### src/ttl_pkg.sv
package ttl_pkg;

  localparam int TABLE_DEPTH_DEF = 2048;
  localparam int FRAC_BITS_DEF   = 8;

  localparam int IDX_W      = 11;
  localparam int WORD_W     = 32;
  localparam int KEY_W      = WORD_W + 1;
  localparam int STEP_W     = 10;
  localparam int BASE_W     = 16;
  localparam int VALUE_W    = 40;
  localparam int CFG_IDX_W  = 2;
  localparam int CFG_DATA_W = 16;

  localparam logic [CFG_IDX_W-1:0] REG_FALLING_MODE = 2'd0;
  localparam logic [CFG_IDX_W-1:0] REG_STEP_SIZE    = 2'd1;
  localparam logic [CFG_IDX_W-1:0] REG_BASE_VALUE   = 2'd2;
  localparam logic [CFG_IDX_W-1:0] REG_LAST_INDEX   = 2'd3;

  localparam logic CMD_WRITE   = 1'b0;
  localparam logic CMD_CONVERT = 1'b1;

  localparam logic [STEP_W-1:0] STEP_RESET = 10'd10;
  localparam logic [BASE_W-1:0] BASE_RESET = 16'd0;
  localparam logic [IDX_W-1:0]  LAST_RESET = 11'd2047;

  typedef struct packed {
    logic                     cmd;
    logic [IDX_W-1:0]         entry_address;
    logic signed [WORD_W-1:0] entry_value;
    logic signed [WORD_W-1:0] sample;
  } in_item_t;

  typedef struct packed {
    logic signed [VALUE_W-1:0] value_q8;
    logic [IDX_W-1:0]          found_index;
    logic                      at_limit;
  } out_item_t;

  typedef enum logic [3:0] {
    ST_IDLE,
    ST_FETCH_FIRST,
    ST_FIRST,
    ST_FETCH,
    ST_STEP,
    ST_DIFF,
    ST_MUL,
    ST_DIV_LOAD,
    ST_DIV,
    ST_SUM
  } ctl_state_t;

  typedef enum logic [2:0] {
    WALK_NONE,
    WALK_UP,
    WALK_DOWN,
    WALK_EXACT,
    WALK_LIMIT,
    WALK_FRAC
  } walk_op_t;

  typedef struct packed {
    logic     write_entry;
    logic     load_sample;
    walk_op_t walk;
    logic     save_diff;
    logic     load_mul;
    logic     div_load;
    logic     div_step;
    logic     load_out;
  } dp_cmd_t;

  typedef struct packed {
    logic key_gt;
    logic key_lt;
    logic at_top;
    logic at_zero;
    logic dir_up;
    logic frac;
    logic div_last;
    logic out_free;
  } dp_status_t;

endpackage

### src/ttl_ctrl.sv
module ttl_ctrl (
  input  logic                clk,
  input  logic                rst,
  input  logic                item_valid,
  input  logic                item_cmd,
  output logic                item_ready,
  output ttl_pkg::dp_cmd_t    cmd,
  input  ttl_pkg::dp_status_t status
);
  import ttl_pkg::*;

  ctl_state_t state, state_next;
  walk_op_t   first_op, step_op, walk_op;
  logic       walk_end;

  // decision after the first compare fixes the direction
  always_comb begin
    if (status.key_gt) begin
      first_op = status.at_top ? WALK_LIMIT : WALK_UP;
    end else if (status.key_lt) begin
      first_op = status.at_zero ? WALK_LIMIT : WALK_DOWN;
    end else begin
      first_op = WALK_EXACT;
    end
  end

  always_comb begin
    if (status.dir_up) begin
      if (status.key_lt) begin
        step_op = WALK_FRAC;
      end else if (!status.key_gt) begin
        step_op = WALK_EXACT;
      end else begin
        step_op = status.at_top ? WALK_LIMIT : WALK_UP;
      end
    end else begin
      if (status.key_gt) begin
        step_op = WALK_FRAC;
      end else if (!status.key_lt) begin
        step_op = WALK_EXACT;
      end else begin
        step_op = status.at_zero ? WALK_LIMIT : WALK_DOWN;
      end
    end
  end

  assign walk_op  = (state == ST_FIRST) ? first_op : step_op;
  assign walk_end = (walk_op == WALK_EXACT) || (walk_op == WALK_LIMIT) ||
                    (walk_op == WALK_FRAC);

  always_ff @(posedge clk) begin
    if (rst) begin
      state <= ST_IDLE;
    end else begin
      state <= state_next;
    end
  end

  always_comb begin
    state_next = state;
    case (state)
      ST_IDLE: begin
        if (item_valid && item_cmd == CMD_CONVERT) state_next = ST_FETCH_FIRST;
      end
      ST_FETCH_FIRST: state_next = ST_FIRST;
      ST_FIRST,
      ST_STEP: state_next = walk_end ? ST_DIFF : ST_FETCH;
      ST_FETCH: state_next = ST_STEP;
      ST_DIFF: state_next = ST_MUL;
      ST_MUL: state_next = status.frac ? ST_DIV_LOAD : ST_SUM;
      ST_DIV_LOAD: state_next = ST_DIV;
      ST_DIV: begin
        if (status.div_last) state_next = ST_SUM;
      end
      ST_SUM: begin
        if (status.out_free) state_next = ST_IDLE;
      end
      default: state_next = ST_IDLE;
    endcase
  end

  always_comb begin
    cmd        = '0;
    item_ready = 1'b0;
    case (state)
      ST_IDLE: begin
        item_ready      = 1'b1;
        cmd.write_entry = item_valid && item_cmd == CMD_WRITE;
        cmd.load_sample = item_valid && item_cmd == CMD_CONVERT;
      end
      ST_FIRST,
      ST_STEP: cmd.walk = walk_op;
      ST_DIFF: cmd.save_diff = 1'b1;
      ST_MUL: cmd.load_mul = 1'b1;
      ST_DIV_LOAD: cmd.div_load = 1'b1;
      ST_DIV: cmd.div_step = 1'b1;
      ST_SUM: cmd.load_out = status.out_free;
      default: ;
    endcase
  end

endmodule

### config.mk
export PLATFORM = sky130hd
export DESIGN_NAME = ttl_ctrl
export DESIGN_NICKNAME = d
export VERILOG_FILES = /design/src/ttl_pkg.sv /design/src/ttl_ctrl.sv
export SDC_FILE = /design/constraint.sdc
export NUM_CORES = 1
export LEC_CHECK = 0
export ABC_CLOCK_PERIOD_IN_PS = 2000
export BUFFER_PORTS_ARGS = -buffer_cell sky130_fd_sc_hd__clkbuf_2
export CELL_PAD_IN_SITES_DETAIL_PLACEMENT = 1
export CELL_PAD_IN_SITES_GLOBAL_PLACEMENT = 1
export CORE_UTILIZATION = 31
export DETAILED_ROUTE_END_ITERATION = 10
export GPL_TIMING_DRIVEN = 1
export PLACE_DENSITY = 0.78
export SYNTH_ARGS = -nofsm -noshare
export SYNTH_HDL_FRONTEND = slang
export SYNTH_SLANG_ARGS = --single-unit
### constraint.sdc
create_clock -name clk -period 2 [get_ports clk]
set_clock_uncertainty 0.05 [all_clocks]
set_input_delay 0.2 -clock clk [delete_from_list [all_inputs] [get_ports clk]]
set_output_delay 0.2 -clock clk [all_outputs]
set_load 0.03 [all_outputs]
; After elaboration in Yosys (flattened, before gate mapping)
; Index checks and enable logic that the tools add are counted.
[totals]
elab_cells = 47
regBits = 4
[op_classes]
bitwise_logic = 1
n_eq_ne = 15
reduce_logical = 7
mux = 23
[ops]
columns = operator, n
row1 = $pmux W4 S9, 1
row2 = $mux W3, 11
row3 = $eq A4 B3 Y1 const B, 4
row4 = $mux W4, 4
row5 = $eq A4 B2 Y1 const B, 2
row6 = $eq A4 B4 Y1 const B, 2
row7 = $eq A3 B3 Y1 const B, 2
row8 = $mux W1, 6
row9 = $ne A2 B2 Y1 const B, 3
row10 = $eq A4 B1 Y1 const B, 1
row11 = $logic_not A4 Y1, 1
row12 = $eq A3 B2 Y1 const B, 1
row13 = $reduce_and A3 Y1, 1
row14 = $logic_and A1 B1 Y1, 2
row15 = $logic_or A1 B1 Y1, 2
row16 = $mux W2, 1
row17 = $reduce_or A2 Y1, 1
row18 = $not A1 Y1, 1

; Depth between registers and ports, before layout
[logic_depth]
ltp_word = 10
ltp_mapped = 5
ltp_nobuf = 4

; Worst setup path after synthesis
; No wires, ideal clock.
[synth_timing]
path_kind = flip-flop to output port
startpoint = register state[0]
endpoint = output cmd[9] (netlist bit)
path_stages_with_launch = 5
arrival_ns = 2.118
path_slack_ns = -0.368
path_buffers = 1
cell_sequence = dfxtp_1 -> buf_2 -> nor4_1 -> nand2_1 -> nor2_1
[synth_lines]
columns = item, line_no
row1 = start: declaration, ttl_ctrl.sv:12  ; ctl_state_t state, state_next;
row2 = start signal: assignment, ttl_ctrl.sv:55  ; state <= state_next;
row3 = end: declaration, ttl_ctrl.sv:7  ; output ttl_pkg::dp_cmd_t cmd,

==> results.py <==
metrics = {
    "outcome": {
        "status": "completed",
    },
    "synthesis": {
        "avgSynthCellArea_um2": 7.405,
        "synth_xor_area_frac": 0.01939,
        "syn_area_um2": 451.7,
        "synth_edf_count": 0,
        "synth_top_family_by_area": "simple AND/OR/NAND/NOR gates",
        "synth_compound_area_frac": 0.2604,
        "async_reset_ff_frac": 0,
        "synthMuxAreaShare": 0,
        "ys_seq_area_frac": 0.1773,
        "synth_fa_ha_area_frac": 0,
        "synthesis.instances": 61,
        "ys_warn_count": 0,
        "syn-num-nets": 73,
        "synth.distinct_cells": 32,
        "synthFlopType": "dfxtp_1",
        "ys_ff_latch": 4,
        "synthSimpleGateAreaFrac": 0.4238,
    },
    "detailed_routing": {
        "wire_per_inst_um": 12.71,
        "detail-route-antenna-nets": 0,
        "vias": 511,
        "viasPerCell": 5.214,
        "drc": 0,
        "dr.first_iter.drc_count": 7,
        "dr.pass1.iters": 4,
        "wirelength_um": 1246,
    },
    "die": {
        "dieArea_um2": 1614,
        "core_um2": 1334,
        "die_w_um": 40.17,
        "die_h_um": 40.17,
        "start_util": 0.3386,
        "io_pins": 23,
        "rows": 13,
    },
    "place": {
        "numPortBuffers": 22,
        "hpwlAfterDp_um": 972.9,
        "place_congestion": 0.8044,
    },
    "setup_path": {
        "reg2reg_from": "state[3]",
        "r2r_slack_ps": 580,
        "crit_path_top_delay_cell": "dfxtp_1",
        "crit_path_cell_trace": "nor4b_4 > nor2b_2 > o21a_1 > nor3_2 > clkbuf_2",
        "crit_family": "simple AND/OR/NAND/NOR gates",
        "r2r_cells": 5,
        "cp.arrival_ps": 1650,
        "worstSetupPathType": "reg -> out",
        "crit_required_ps": 1750,
        "critPathBufInv": 1,
        "slowest_delay_ps": 410,
        "path_max_fanout": 9,
        "endpoint_kind": "output pin",
        "start_kind": "register",
        "reg2reg_to": "state[1]",
    },
    "clock_network": {
        "cts_root_buf": "clkbuf_4",
        "clock_path_buffers": 2,
        "htree_levels": 1,
        "cts_buffers": 3,
        "cts.clk_slew.worst_paths_ps": 30,
        "cts_tree": "yes",
        "clock_sinks": 4,
        "clk_latency_ps": 250,
    },
    "pwr": {
        "seqPwrFrac": 0.253,
        "vdd_ir_drop_max_v": 0.0005307,
        "p_per_area_nw_per_um2": 1233,
        "p_comb_frac": 0.599,
        "p_total_uw": 712.9,
        "clkPwrFrac": 0.148,
        "p_sw_uw": 371.8,
        "swShare": 0.5215,
        "p_int_uw": 341.1,
        "p_leak_nw": 0.2579,
    },
    "global_route": {
        "grt_pass1_wl_um": 1745,
        "track_usage": 0.1629,
        "grt_max_degree": 13,
        "grt_pass1_vias": 426,
        "top_usage_layer": "met2",
        "antenna_found_initial": 0,
        "grt_use_met3": 0.08333,
        "grt_util_met2": 0.2823,
        "met1_usage": 0.1797,
        "grt-ovfl-total": 0,
    },
    "finish": {
        "largest_register_ffs": 4,
        "utilization": 0.4334,
        "regMostFlops": "state",
        "drive_above_1_share": 0.4337,
        "fin_nets": 97,
        "top_regs": "state (4)",
        "final_common_cell": "clkbuf_2",
        "layout_common_cells": "clkbuf_2 (22), nor2_1 (9), nand2_1 (7)",
        "nFillCells": 193,
        "area_growth_syn_to_layout_pct": 27.98,
        "antenna_cells": 0,
    },
    "worst_hold_path": {
        "whs_path_depth": 2,
        "hold_start": "rst",
        "hold_class": "in -> reg",
        "holdPathEnd": "state[0]",
    },
    "sta": {
        "finalCriticalPeriod_ps": 1904,
        "setup_tns_ps": 0,
        "rsz0062_at_grt": "no",
        "setup_viol": 0,
        "worstMarginPinSlew_ps": 382.3,
        "fmax_ghz": 0.5252,
        "final_hold_viol_count": 0,
        "timing.slew.headroom": 0.7448,
        "finalMaxSlewViolations": 0,
        "finalCritPeriodShare": 0.9520,
    },
    "run": {
        "cap_violations": 0,
    },
}
-- through the flow --
step	hold slack [ps]	cell area, µm²	cells	setup WS (ps)
2_1_floorplan	219.1	457.9	61	36.93
3_3_place_gp	400.7	544.3	94	300.0
3_5_place_dp	407.1	544.3	94	266.9
4_1_cts	156.0	568.0	97	14.29
5_1_grt	154.2	578.1	98	3.934
6_report	152.2	578.1	98	96.07
-- Yosys cell counts (all sizes together), types with 2 or more instances --
cell type  n  share of area
nor2       9          0.075
nand2      7          0.058
a21oi      4          0.044
buf        4          0.094
dfxtp      4           0.18
o21ai      4          0.053
inv        3          0.025
nor2b      3          0.047
nor3       3          0.044
and3       2          0.028
nor3b      2          0.033
-- kinds of logic (layout without fill, tap and decap cells) --
kind of cell              after synthesis  in the layout
buffers and inverters                   7             29
xor gates and xnor gates                1              1
AOI/OAI and AO/OA                      17             17
and+or+nand+nor                        32             32
DFF                                     4              4
-- repair_timing --
item,4_1_cts,5_1_grt
setup endpoints to repair,1,3
pin swaps,0,1
hold buffers,0,0
setup buffers,0,1
resized for setup,1,2
-- routing by layer --
layer	wire, µm	share of wire
met1	584	0.47
met2	589	0.47
met3	72	0.058
met4	0	0
met5	0	0
-- cell type report --
type	instances	area (µm²)	area share
sequential	4	83.83	0.1450
timing repair buffer	23	117.6	0.2035
multi-input combinational	50	324.1	0.5606
tap	15	18.77	0.03247
inverter	3	11.26	0.01948
clock buffer	3	22.52	0.03896
-- worst register-to-register path: stages (launching register included) --
cell and delay, ps:
dfxtp_1 410, nor4b_4 350, buf_4 170, o21ai_2 60, o22ai_2 170, a22o_1 150
-- worst max path at each step --
stage                     cells past startpoint  slack (ps)      to  startpoint
after floorplan                               4          40  cmd[9]    state[0]
after global routing                          5           4  cmd[6]    state[3]
after CTS                                     4          10  cmd[5]    state[2]
after detailed placement                      5         270  cmd[6]    state[1]
final                                         5         100  cmd[6]    state[3]
after global placement                        4         300  cmd[5]    state[2]
-- power groups by stage --
stage / Clock [mW] / Combinational [mW] / Sequential, mW
floorplan: 0 / 0.404 / 0.116
global placement: 0 / 0.419 / 0.170
detailed placement: 0 / 0.424 / 0.175
CTS: 0.108 / 0.425 / 0.173
global route: 0.114 / 0.468 / 0.184
finish: 0.106 / 0.427 / 0.180
(Power assumes the default switching activity.)
